File: config.mk
export PLATFORM = sky130hd
export DESIGN_NAME = adaptive_span_stream_decoder_unit
export DESIGN_NICKNAME = d
export VERILOG_FILES = /design/src/sv/asd_pkg.sv /design/src/sv/asd_front.sv /design/src/sv/asd_rq.sv /design/src/sv/asd_back.sv /design/src/sv/adaptive_span_stream_decoder_unit.sv
export SDC_FILE = /design/constraint.sdc
export NUM_CORES = 1
export LEC_CHECK = 0
export BUFFER_PORTS_ARGS = -buffer_cell sky130_fd_sc_hd__buf_2
export CAP_MARGIN = 20
export CORE_UTILIZATION = 55
export CTS_BUF_LIST = sky130_fd_sc_hd__clkbuf_8
export DETAILED_ROUTE_END_ITERATION = 12
export PLACE_DENSITY = 0.8
export SETUP_SLACK_MARGIN = 0.3
export SYNTH_ARGS = -nofsm -noshare
export SYNTH_HDL_FRONTEND = slang
export SYNTH_HIERARCHICAL = 1
export SYNTH_SLANG_ARGS = --single-unit
File: constraint.sdc
create_clock -name i_clk -period 10.25 [get_ports i_clk]
set_clock_uncertainty 0.05 [all_clocks]
set_input_delay 0.5125 -clock i_clk [delete_from_list [all_inputs] [get_ports i_clk]]
set_output_delay 0.5125 -clock i_clk [all_outputs]
set_load 0.1 [all_outputs]
File: src/sv/asd_pkg.sv
package asd_pkg;

    typedef enum logic [1:0] {
        PH_HDR_LO = 2'd0,
        PH_HDR_HI = 2'd1,
        PH_RAW    = 2'd2,
        PH_RUN    = 2'd3
    } t_phase;

    typedef enum logic [1:0] {
        MODE_RAW    = 2'b00,
        MODE_SINGLE = 2'b01,
        MODE_RUN    = 2'b10,
        MODE_BAD    = 2'b11
    } t_mode;

    typedef enum logic [3:0] {
        ERR_NONE       = 4'd0,
        ERR_RAW_SIZE   = 4'd1,
        ERR_SINGLE_HDR = 4'd2,
        ERR_SPAN       = 4'd3,
        ERR_PAD        = 4'd4,
        ERR_RUN_SIZE   = 4'd5,
        ERR_ZERO_RUN   = 4'd6,
        ERR_OVERFLOW   = 4'd7,
        ERR_SHORT      = 4'd8,
        ERR_MODE       = 4'd9
    } t_err;

    localparam logic [6:0] SPAN_MAX = 7'd64;

    typedef struct packed {
        logic [6:0]  run_value;
        logic [15:0] repeat_res;
        logic        frame_end;
        t_err        error_code;
    } t_res;

    typedef struct packed {
        logic [1:0] cnt;
        t_res       r0;
        t_res       r1;
    } t_push;

    function automatic t_res mk_res(logic [6:0] val, logic [15:0] rep, logic fin, t_err err);
        t_res r;
        r.run_value  = val;
        r.repeat_res = rep;
        r.frame_end  = fin;
        r.error_code = err;
        return r;
    endfunction

endpackage

File: src/sv/asd_front.sv
module asd_front (
    input  logic             i_clk,
    input  logic             i_rst_n,
    input  logic             i_cfg_valid,
    input  logic [15:0]      i_cfg_span_count,
    input  logic             i_valid,
    input  logic [7:0]       i_stream_byte,
    input  logic             i_space,
    output logic             o_ready,
    output asd_pkg::t_push   o_push
);

    function automatic logic [1:0] mod3_14(logic [13:0] x);
        logic [4:0] s;
        logic [2:0] t;
        logic [2:0] u;
        s = '0;
        for (int i = 0; i < 7; i++) begin
            s = s + {3'b000, x[2*i +: 2]};
        end
        t = {1'b0, s[1:0]} + {1'b0, s[3:2]} + {2'b00, s[4]};
        u = {1'b0, t[1:0]} + {2'b00, t[2]};
        if (u >= 3'd3) begin
            u = u - 3'd3;
        end
        return u[1:0];
    endfunction

    asd_pkg::t_phase r_phase, n_phase;
    logic [15:0]     r_span_count;
    logic [7:0]      r_header_low, n_header_low;
    logic [13:0]     r_bytes_left, n_bytes_left;
    logic [13:0]     r_bit_buffer, n_bit_buffer;
    logic [3:0]      r_bits_held, n_bits_held;
    logic [15:0]     r_spans_done, n_spans_done;
    logic [1:0]      r_entry_idx, n_entry_idx;
    logic [15:0]     r_run_hold, n_run_hold;

    logic        accept;
    logic [7:0]  b;
    logic [13:0] bytes_dec;
    logic        last;
    logic [1:0]  hdr_mode;
    logic [13:0] hdr_pay;
    logic [18:0] sc7;
    logic [18:0] expect_bytes;
    logic [22:0] raw_buf;
    logic [4:0]  raw_held;
    logic [4:0]  held1;
    logic        take0;
    logic        take1;
    logic [6:0]  v0;
    logic [6:0]  v1;
    logic [22:0] buf_final;
    logic [4:0]  held_final;
    logic [16:0] run_sum;

    assign o_ready   = i_space;
    assign accept    = i_valid && i_space;
    assign b         = i_stream_byte;
    assign bytes_dec = r_bytes_left - 14'd1;
    assign last      = (bytes_dec == 14'd0);
    assign hdr_mode  = b[7:6];
    assign hdr_pay   = {b[5:0], r_header_low};
    assign sc7          = ({3'b000, r_span_count} << 3) - {3'b000, r_span_count};
    assign expect_bytes = (sc7 + 19'd7) >> 3;

    assign raw_buf  = {9'd0, r_bit_buffer} | ({15'd0, b} << r_bits_held);
    assign raw_held = {1'b0, r_bits_held} + 5'd8;
    assign held1    = raw_held - 5'd7;
    assign take0    = (raw_held >= 5'd7) && (r_spans_done < r_span_count);
    assign take1    = take0 && (held1 >= 5'd7)
                      && (({1'b0, r_spans_done} + 17'd1) < {1'b0, r_span_count});
    assign v0       = raw_buf[6:0];
    assign v1       = raw_buf[13:7];
    assign buf_final  = take1 ? (raw_buf >> 14) : (take0 ? (raw_buf >> 7) : raw_buf);
    assign held_final = take1 ? (raw_held - 5'd14) : (take0 ? held1 : raw_held);
    assign run_sum    = {1'b0, r_spans_done} + {1'b0, r_run_hold};

    always_ff @(posedge i_clk) begin
        if (!i_rst_n) begin
            r_phase      <= asd_pkg::PH_HDR_LO;
            r_span_count <= '0;
            r_header_low <= '0;
            r_bytes_left <= '0;
            r_bit_buffer <= '0;
            r_bits_held  <= '0;
            r_spans_done <= '0;
            r_entry_idx  <= '0;
            r_run_hold   <= '0;
        end else begin
            r_phase      <= n_phase;
            r_header_low <= n_header_low;
            r_bytes_left <= n_bytes_left;
            r_bit_buffer <= n_bit_buffer;
            r_bits_held  <= n_bits_held;
            r_spans_done <= n_spans_done;
            r_entry_idx  <= n_entry_idx;
            r_run_hold   <= n_run_hold;
            if (i_cfg_valid) begin
                r_span_count <= i_cfg_span_count;
            end
        end
    end

    always_comb begin
        n_phase      = r_phase;
        n_header_low = r_header_low;
        n_bytes_left = r_bytes_left;
        n_bit_buffer = r_bit_buffer;
        n_bits_held  = r_bits_held;
        n_spans_done = r_spans_done;
        n_entry_idx  = r_entry_idx;
        n_run_hold   = r_run_hold;
        o_push       = '0;
        if (accept) begin
            unique case (r_phase)
                asd_pkg::PH_HDR_LO: begin
                    n_header_low = b;
                    n_phase      = asd_pkg::PH_HDR_HI;
                end
                asd_pkg::PH_HDR_HI: begin
                    n_phase      = asd_pkg::PH_HDR_LO;
                    n_bytes_left = '0;
                    n_bit_buffer = '0;
                    n_bits_held  = '0;
                    n_spans_done = '0;
                    n_entry_idx  = '0;
                    n_run_hold   = '0;
                    o_push.cnt   = 2'd1;
                    unique case (hdr_mode)
                        asd_pkg::MODE_RAW: begin
                            if ({5'd0, hdr_pay} != expect_bytes) begin
                                o_push.r0 = asd_pkg::mk_res('0, '0, 1'b1,
                                                            asd_pkg::ERR_RAW_SIZE);
                            end else if (hdr_pay == 14'd0) begin
                                o_push.r0 = asd_pkg::mk_res('0, '0, 1'b1, asd_pkg::ERR_NONE);
                            end else begin
                                o_push.cnt   = 2'd0;
                                n_bytes_left = hdr_pay;
                                n_phase      = asd_pkg::PH_RAW;
                            end
                        end
                        asd_pkg::MODE_SINGLE: begin
                            if (hdr_pay[13:7] != 7'd0) begin
                                o_push.r0 = asd_pkg::mk_res('0, '0, 1'b1,
                                                            asd_pkg::ERR_SINGLE_HDR);
                            end else if (hdr_pay[6:0] > asd_pkg::SPAN_MAX) begin
                                o_push.r0 = asd_pkg::mk_res('0, '0, 1'b1, asd_pkg::ERR_SPAN);
                            end else begin
                                o_push.r0 = asd_pkg::mk_res(hdr_pay[6:0], r_span_count, 1'b1,
                                                            asd_pkg::ERR_NONE);
                            end
                        end
                        asd_pkg::MODE_RUN: begin
                            if (hdr_pay == 14'd0 || mod3_14(hdr_pay) != 2'd0) begin
                                o_push.r0 = asd_pkg::mk_res('0, '0, 1'b1,
                                                            asd_pkg::ERR_RUN_SIZE);
                            end else begin
                                o_push.cnt   = 2'd0;
                                n_bytes_left = hdr_pay;
                                n_phase      = asd_pkg::PH_RUN;
                            end
                        end
                        default: begin
                            o_push.r0 = asd_pkg::mk_res('0, '0, 1'b1, asd_pkg::ERR_MODE);
                        end
                    endcase
                end
                asd_pkg::PH_RAW: begin
                    n_bytes_left = bytes_dec;
                    if ((take0 && v0 > asd_pkg::SPAN_MAX) || (take1 && v1 > asd_pkg::SPAN_MAX)) begin
                        o_push.cnt = 2'd1;
                        o_push.r0  = asd_pkg::mk_res('0, '0, 1'b1, asd_pkg::ERR_SPAN);
                        n_phase    = asd_pkg::PH_HDR_LO;
                    end else begin
                        n_spans_done = r_spans_done + (take1 ? 16'd2 : (take0 ? 16'd1 : 16'd0));
                        o_push.cnt   = take1 ? 2'd2 : (take0 ? 2'd1 : 2'd0);
                        if (last) begin
                            n_phase = asd_pkg::PH_HDR_LO;
                            if (buf_final != 23'd0) begin
                                o_push.cnt = 2'd1;
                                o_push.r0  = asd_pkg::mk_res('0, '0, 1'b1, asd_pkg::ERR_PAD);
                            end else begin
                                n_bit_buffer = '0;
                                n_bits_held  = '0;
                                if (!take0) begin
                                    o_push.cnt = 2'd1;
                                    o_push.r0  = asd_pkg::mk_res('0, '0, 1'b1,
                                                                 asd_pkg::ERR_NONE);
                                end else begin
                                    o_push.r0 = asd_pkg::mk_res(v0, 16'd1, !take1,
                                                                asd_pkg::ERR_NONE);
                                    o_push.r1 = asd_pkg::mk_res(v1, 16'd1, 1'b1,
                                                                asd_pkg::ERR_NONE);
                                end
                            end
                        end else begin
                            n_bit_buffer = buf_final[13:0];
                            n_bits_held  = held_final[3:0];
                            o_push.r0    = asd_pkg::mk_res(v0, 16'd1, 1'b0, asd_pkg::ERR_NONE);
                            o_push.r1    = asd_pkg::mk_res(v1, 16'd1, 1'b0, asd_pkg::ERR_NONE);
                        end
                    end
                end
                asd_pkg::PH_RUN: begin
                    n_bytes_left = bytes_dec;
                    priority if (r_entry_idx == 2'd0) begin
                        n_run_hold  = {8'd0, b};
                        n_entry_idx = 2'd1;
                    end else if (r_entry_idx == 2'd1) begin
                        n_run_hold  = {b, r_run_hold[7:0]};
                        n_entry_idx = 2'd2;
                    end else begin
                        n_entry_idx = 2'd0;
                        o_push.cnt  = 2'd1;
                        if (r_run_hold == 16'd0) begin
                            o_push.r0 = asd_pkg::mk_res('0, '0, 1'b1, asd_pkg::ERR_ZERO_RUN);
                            n_phase   = asd_pkg::PH_HDR_LO;
                        end else if (b > {1'b0, asd_pkg::SPAN_MAX}) begin
                            o_push.r0 = asd_pkg::mk_res('0, '0, 1'b1, asd_pkg::ERR_SPAN);
                            n_phase   = asd_pkg::PH_HDR_LO;
                        end else if (run_sum > {1'b0, r_span_count}) begin
                            o_push.r0 = asd_pkg::mk_res('0, '0, 1'b1, asd_pkg::ERR_OVERFLOW);
                            n_phase   = asd_pkg::PH_HDR_LO;
                        end else begin
                            n_spans_done = run_sum[15:0];
                            if (last) begin
                                n_phase = asd_pkg::PH_HDR_LO;
                                if (run_sum[15:0] != r_span_count) begin
                                    o_push.r0 = asd_pkg::mk_res('0, '0, 1'b1,
                                                                asd_pkg::ERR_SHORT);
                                end else begin
                                    o_push.r0 = asd_pkg::mk_res(b[6:0], r_run_hold, 1'b1,
                                                                asd_pkg::ERR_NONE);
                                end
                            end else begin
                                o_push.r0 = asd_pkg::mk_res(b[6:0], r_run_hold, 1'b0,
                                                            asd_pkg::ERR_NONE);
                            end
                        end
                    end
                end
                default: begin
                    n_phase = asd_pkg::PH_HDR_LO;
                end
            endcase
        end
    end

endmodule

File: src/sv/asd_rq.sv
module asd_rq #(
    parameter int DEPTH = 4
) (
    input  logic             i_clk,
    input  logic             i_rst_n,
    input  asd_pkg::t_push   i_push,
    input  logic             i_pop,
    output logic             o_space,
    output logic             o_head_valid,
    output asd_pkg::t_res    o_head
);

    localparam int AW = $clog2(DEPTH);
    localparam int CW = $clog2(DEPTH + 1);

    asd_pkg::t_res r_mem [DEPTH];
    logic [AW-1:0] r_wp, n_wp;
    logic [AW-1:0] r_rp, n_rp;
    logic [CW-1:0] r_cnt, n_cnt;
    logic [AW-1:0] wp1;
    logic [AW-1:0] wp2;

    assign wp1 = (r_wp == AW'(DEPTH - 1)) ? '0 : r_wp + AW'(1);
    assign wp2 = (wp1 == AW'(DEPTH - 1)) ? '0 : wp1 + AW'(1);

    assign o_space      = (r_cnt <= CW'(DEPTH - 2));
    assign o_head_valid = (r_cnt != '0);
    assign o_head       = r_mem[r_rp];

    always_comb begin
        n_wp  = r_wp;
        n_rp  = r_rp;
        n_cnt = r_cnt + CW'(i_push.cnt) - CW'(i_pop);
        if (i_push.cnt == 2'd1) begin
            n_wp = wp1;
        end else if (i_push.cnt == 2'd2) begin
            n_wp = wp2;
        end
        if (i_pop) begin
            n_rp = (r_rp == AW'(DEPTH - 1)) ? '0 : r_rp + AW'(1);
        end
    end

    always_ff @(posedge i_clk) begin
        if (i_push.cnt != 2'd0) begin
            r_mem[r_wp] <= i_push.r0;
        end
        if (i_push.cnt == 2'd2) begin
            r_mem[wp1] <= i_push.r1;
        end
    end

    always_ff @(posedge i_clk) begin
        if (!i_rst_n) begin
            r_wp  <= '0;
            r_rp  <= '0;
            r_cnt <= '0;
        end else begin
            r_wp  <= n_wp;
            r_rp  <= n_rp;
            r_cnt <= n_cnt;
        end
    end

endmodule

File: src/sv/asd_back.sv
module asd_back (
    input  logic             i_clk,
    input  logic             i_rst_n,
    input  logic             i_head_valid,
    input  asd_pkg::t_res    i_head,
    input  logic             i_ready,
    output logic             o_pop,
    output logic             o_valid,
    output asd_pkg::t_res    o_res
);

    logic          r_valid, n_valid;
    asd_pkg::t_res r_res;

    assign o_pop   = i_head_valid && (!r_valid || i_ready);
    assign o_valid = r_valid;
    assign o_res   = r_res;

    always_comb begin
        n_valid = r_valid;
        if (o_pop) begin
            n_valid = 1'b1;
        end else if (i_ready) begin
            n_valid = 1'b0;
        end
    end

    always_ff @(posedge i_clk) begin
        if (!i_rst_n) begin
            r_valid <= 1'b0;
        end else begin
            r_valid <= n_valid;
        end
    end

    always_ff @(posedge i_clk) begin
        if (o_pop) begin
            r_res <= i_head;
        end
    end

endmodule

File: src/sv/adaptive_span_stream_decoder_unit.sv
// channel   direction  handshake                 word
// cfg       in         i_cfg_valid / o_cfg_ready i_cfg_span_count
// stream    in         i_valid / o_ready         i_stream_byte
// result    out        o_valid / i_ready         o_run_value, o_repeat_res,
//                                                o_frame_end, o_error_code
// One byte a cycle enters while o_ready is high; its results go through the result queue into the output register.
// A raw byte may give two results, which drain one a cycle through the result queue while i_ready is high.
// o_ready drops only while the queue has fewer than two free places.
// Synchronous active-low reset empties the queue and awaits a header.
module adaptive_span_stream_decoder_unit #(
    parameter int QUEUE_DEPTH = 4
) (
    input  logic        i_clk,
    input  logic        i_rst_n,
    input  logic        i_cfg_valid,
    output logic        o_cfg_ready,
    input  logic [15:0] i_cfg_span_count,
    input  logic        i_valid,
    output logic        o_ready,
    input  logic [7:0]  i_stream_byte,
    output logic        o_valid,
    input  logic        i_ready,
    output logic [6:0]  o_run_value,
    output logic [15:0] o_repeat_res,
    output logic        o_frame_end,
    output logic [3:0]  o_error_code
);

    asd_pkg::t_push push;
    asd_pkg::t_res  head;
    asd_pkg::t_res  res;
    logic           space;
    logic           head_valid;
    logic           pop;

    assign o_cfg_ready = 1'b1;

    asd_front u_front (
        .i_clk            (i_clk),
        .i_rst_n          (i_rst_n),
        .i_cfg_valid      (i_cfg_valid),
        .i_cfg_span_count (i_cfg_span_count),
        .i_valid          (i_valid),
        .i_stream_byte    (i_stream_byte),
        .i_space          (space),
        .o_ready          (o_ready),
        .o_push           (push)
    );

    asd_rq #(
        .DEPTH (QUEUE_DEPTH)
    ) u_rq (
        .i_clk        (i_clk),
        .i_rst_n      (i_rst_n),
        .i_push       (push),
        .i_pop        (pop),
        .o_space      (space),
        .o_head_valid (head_valid),
        .o_head       (head)
    );

    asd_back u_back (
        .i_clk        (i_clk),
        .i_rst_n      (i_rst_n),
        .i_head_valid (head_valid),
        .i_head       (head),
        .i_ready      (i_ready),
        .o_pop        (pop),
        .o_valid      (o_valid),
        .o_res        (res)
    );

    assign o_run_value  = res.run_value;
    assign o_repeat_res = res.repeat_res;
    assign o_frame_end  = res.frame_end;
    assign o_error_code = res.error_code;

endmodule

Word level (Yosys, flattened, before mapping)
Memory sizes are Yosys's and may differ from the RTL's. A register that Yosys moved wholly into a read port is not among the register bits.
Cells that the tools add are included.
{ "totals": {"regBits": 100, "mem_bits_rw": 112, "output_inout_bits": 31, "elab_cells": 202, "mem_count": 1} }
{ "memory_table": {"columns": ["name", "depth", "width", "read_ports", "rd_ports_with_merged_regs", "write_ports", "line", "source"], "rows": [
  ["u_rq.r_mem", 4, 28, 1, 1, 2, "asd_rq.sv:16", "asd_pkg::t_res r_mem [DEPTH];"]
]} }
{ "op_classes": {"n_addsub": 24, "order_cmp": 11, "n_eq_ne": 22, "shift": 1, "muxes": 90, "bitwise": 1, "reduce_logical": 38} }
{ "ops": {"columns": ["cell", "n"], "rows": [
  ["$mux W28", 13],
  ["$mux W16", 9],
  ["$mux W30", 3],
  ["$pmux W30 S3", 1],
  ["$mux W14", 6],
  ["$pmux W14 S2", 3],
  ["$pmux W28 S3", 1],
  ["$mux W58", 1],
  ["$mux W56", 1],
  ["$mux W2", 24],
  ["$pmux W16 S3", 1],
  ["$mux W23", 2],
  ["$pmux W16 S2", 1],
  ["$mux W29", 1],
  ["$logic_not A14 Y1", 2],
  ["$add A5 B2 Y5", 5],
  ["$or A14 B23 Y23", 1],
  ["$reduce_bool A23 Y1", 1],
  ["$shl A8 B4 Y23", 1],
  ["$gt A7 B7 Y1 const B", 3],
  ["$mux W4", 5],
  ["$add A19 B3 Y19 const B", 1],
  ["$sub A19 B16 Y19", 1],
  ["$add A16 B1 Y17 const B", 1],
  ["46 further kinds", 99]
]} }

Depth between registers and ports, before layout
{ "depth": {"word_depth": 23, "depth_mapped": 29} }

By module
The synthesis kept the hierarchy.
{ "modules_own_cells": {"columns": ["module", "instances", "cells_each", "area_per_inst_um2"], "rows": [
  ["asd_front", 1, 1327, 10070.9],
  ["asd_rq", 1, 330, 6170.9],
  ["asd_back", 1, 32, 888.4],
  ["adaptive_span_stream_decoder_unit", 1, 2, 11.3]
]} }

Least setup slack after synthesis
OpenSTA, ideal clock, no wires.
{ "synth_timing": {"path_type": "input to register", "startpoint": "in i_stream_byte[1]", "endpoint": "mem u_rq/r_mem[0][0] in the netlist's numbering, enable pin", "setup_time_ns": 0.452, "arrival_time_ns": 7.929, "t_required_ns": 9.748, "slack_ns": 1.819, "stages": 26, "cell_sequence": "buf_1 > inv_1 > fa_1 > fa_1 > inv_1 > fa_1 > ha_1 > inv_1 > fa_1 > fa_1 > inv_1 > fa_1 > ha_1 > inv_1 > fa_1 > nand2_1 > nor2_1 > o21ai_0 > or3_1 > o21ai_2 > and2_1 > nor2b_1 > o31a_1 > inv_1 > ha_1 > o21ai_0"} }
{ "synth_lines": {"columns": ["item", "line", "source"], "rows": [
  ["start: declaration", "adaptive_span_stream_decoder_unit.sv:20", "input logic [7:0] i_stream_byte,"],
  ["end: declaration", "asd_rq.sv:16", null]
]} }

==> reports/qor.csv <==
metric,value,unit
DRC viols,0,
Core ar.,30600,um2
clock share of power,25.6,%
post-layout util,60.0,%
fin. max-slew vios,0,
Worst VDD drop,0.166,mV
Final nets,1873,
post-CTS resize count,0,
CTS buffer count,42,
crit path DAT,8020,ps
Initial Util,56.0,%
H-Tree Depth,2,
CP Launch Type,flip-flop,
final WL,46.2,mm
Gate Count Post-Synth,1691,
sw frac,42.0,%
P&R area growth vs syn,7.06,%
Synth area leader,edfxtp_1,
crit path time final,7870,ps
Ant. Diodes,0,
synth warn,6,
Synth top area share,24.5,%
Pre-antenna DRT Iters,6,
Post-synth top cells,"edfxtp_1 (140), nor2_1 (135), ha_1 (118), nand2_1 (115)",
row cnt,64,
fraction of layout cells with a size suffix above 1,18.5,%
synthesized cell area,17100,um2
DPL Wire Length,32.6,mm
sequential cell fraction of total power,34.3,%
final antenna-violating net count,0,
Syn Area/Cell,10.1,um2
critical path peak fanout,28,
"crit path setup slack, layout",2380,ps
top post-synthesis cells by area,"edfxtp_1 (25%), dfxtp_1 (12%), ha_1 (8.6%)",
clk slew on worst S/H paths,60,ps
I/O Pins,60,
Cell Pwr Density,196,nW/um2
CTS sink cnt,242,
Slew @ Worst Pin,1170,ps
Synth Flop Type,edfxtp_1,
net switching power figure,1.51,mW
clk root buf,clkbuf_8,
final hold violation count,0,
most instantiated library cell after synthesis,edfxtp_1,
vias,13700,
Die Wd,179,um
Port Buffers,58,
Post CTS Setup Buffer Count,0,
Final TNS setup,0,ps
"EDFF count, synth",140,
CTS hold repair buffers,0,
asr flop ratio synth,0,%
die footprint,31900,um2
crit share post-route,76.8,%
Routability Congestion,0.958,
DRT iter0 DRCs,1414,
Int Pwr,2.09,mW
largest net degree at the start of global routing,62,
Worst path max stage delay,550,ps
Setup-failing EPs final,0,
Yosys reg bits,242,
MaxCap Viol Count,0,
grt total ovfl,0,
Worst-Skew Late Latency,570,ps
vias in the first global route,13000,
crit path kind,flip-flop to flip-flop,
CTS Buffer Depth,3,
via/cell ratio,6.40,
Logic pwr share,40.0,%
status,"complete, no violations",
Wirelength per Cell,21.6,um
pre-CTS setup slack,2050,ps
hold crit path type,input port to flip-flop,
CP max stage cell,fa_1,
post-synthesis sequential area ratio,36.4,%
Max Freq,127,MHz
antenna violations before repair,0,
CP Data Required Time,10390,ps
Leakage,7.56,nW
RSZ-0062 raised after global routing,false,
CTS tree,yes,
post-synth cell types,99,
first-pass GRT wire length,71.8,mm
Worst setup EP type,flip-flop,
Slew headroom,22.0,%
Critical Path Most Common Cell,fa_1,
Die Height,179,um
Total GRT Usage,29.2,%
==> layer usage <==
metal  GRT usage (%)  up-vias  part of all wire, %
li1                -     6332                    -
met1            38.3     6559                   42
met2            47.0      639                   46
met3            5.18      146                  7.6
met4            12.7        0                  4.3
met5               0        -                    0
==> power by group through the flow <==
stage | registers (mW) | clock network, mW | logic (mW)
global route | 1.25 | 0.987 | 1.55
detailed placement | 1.26 | 0 | 1.42
global placement | 1.25 | 0 | 1.38
finish | 1.24 | 0.922 | 1.44
CTS | 1.24 | 0.939 | 1.43
floorplan | 1.58 | 0 | 0.833
==> cell type report <==
cell class	count	area (um2)
Inverter	91	342
Sequential cell	242	6250
Clock buffer	50	688
Tap cell	396	495
Fill cell	2514	12200
Multi-Input combinational cell	1255	9960
Clock inverter	27	190
Timing Repair Buffer	77	433
==> sequential cells by signal, summed over array words and instances, names as in the netlist, named ones only <==
register              cells
u_back/o_res             28
u_back/o_valid            1
u_front/r_bit_buffer     14
u_front/r_bits_held       4
u_front/r_bytes_left     14
u_front/r_entry_idx       2
u_front/r_header_low      8
u_front/r_phase           2
u_front/r_run_hold       16
u_front/r_span_count     16
u_front/r_spans_done     16
u_rq/r_cnt                3
u_rq/r_mem              112
u_rq/r_rp                 2
u_rq/r_wp                 2
==> critical path, delay by kind of cell, from the launching register on <==
| family | cells | cell delay (ps) |
|---|---|---|
| adders and majority gates | 10 | 3830 |
| buffers and inverters | 8 | 1190 |
| and+or+nand+nor | 6 | 1160 |
| AOI/OAI and AO/OA | 4 | 730 |
| DFF | 1 | 510 |
==> per-stage QoR <==
| stage | hold slack, ps | power [mW] | cell area (um2) | std cells |
|---|---|---|---|---|
| 5_1_grt | 136 | 3.79 | 18400 | 2138 |
| 6_report | 135 | 3.60 | 18400 | 2138 |
| 3_3_place_gp | 409 | 2.64 | 17500 | 2061 |
| 2_1_floorplan | 397 | 2.42 | 17200 | 1709 |
| 3_5_place_dp | 417 | 2.68 | 17500 | 2061 |
| 4_1_cts | 115 | 3.60 | 18400 | 2138 |
==> final timing paths <==
check        cells past startpoint                     start  slack [ps]                        to
max                             28   u_front/r_header_low[5]        2380         u_rq/r_mem[3][20]
max reg2reg                     28   u_front/r_header_low[5]        2380         u_rq/r_mem[3][20]
min reg2reg                      2  u_front/r_bit_buffer[12]         440  u_front/r_bit_buffer[12]
min                              3       i_cfg_span_count[7]         130   u_front/r_span_count[7]
==> kinds of logic (layout without fill, tap and decap cells) <==
logic type | Yosys count | count (layout) | share of synthesized area, %
muxes | 179 | 179 | 14.7
adders and majority gates | 135 | 135 | 10.6
AOI/OAI and AO/OA | 390 | 390 | 15.5
and+or+nand+nor | 467 | 467 | 13.4
buffers and inverters | 212 | 245 | 6.02
DFF | 242 | 242 | 36.4
xor gates and xnor gates | 64 | 64 | 3.35
other | 2 | 20 | 0.0438
==> layout by cell type (no fill, tap or decap), types with 20 or more instances in the layout <==
master    netlist  routed
a21oi_1       102     102
a22oi_1        37      37
buf_2          22      58
clkbuf_8        0      50
conb_1          2      20
dfxtp_1       102     101
edfxtp_1      140     140
ha_1          118     118
inv_1          87      94
mux2_2         78      78
mux2_4         40      40
mux2i_1        28      28
mux4_2         24      24
nand2_1       115     115
nand3_1        61      61
nor2_1        135     134
nor3_1         29      29
o21ai_0        60      56
o22ai_1        22      22
xnor2_1        36      36
xor2_1         27      27
Power figures use the tool's default switching activity.
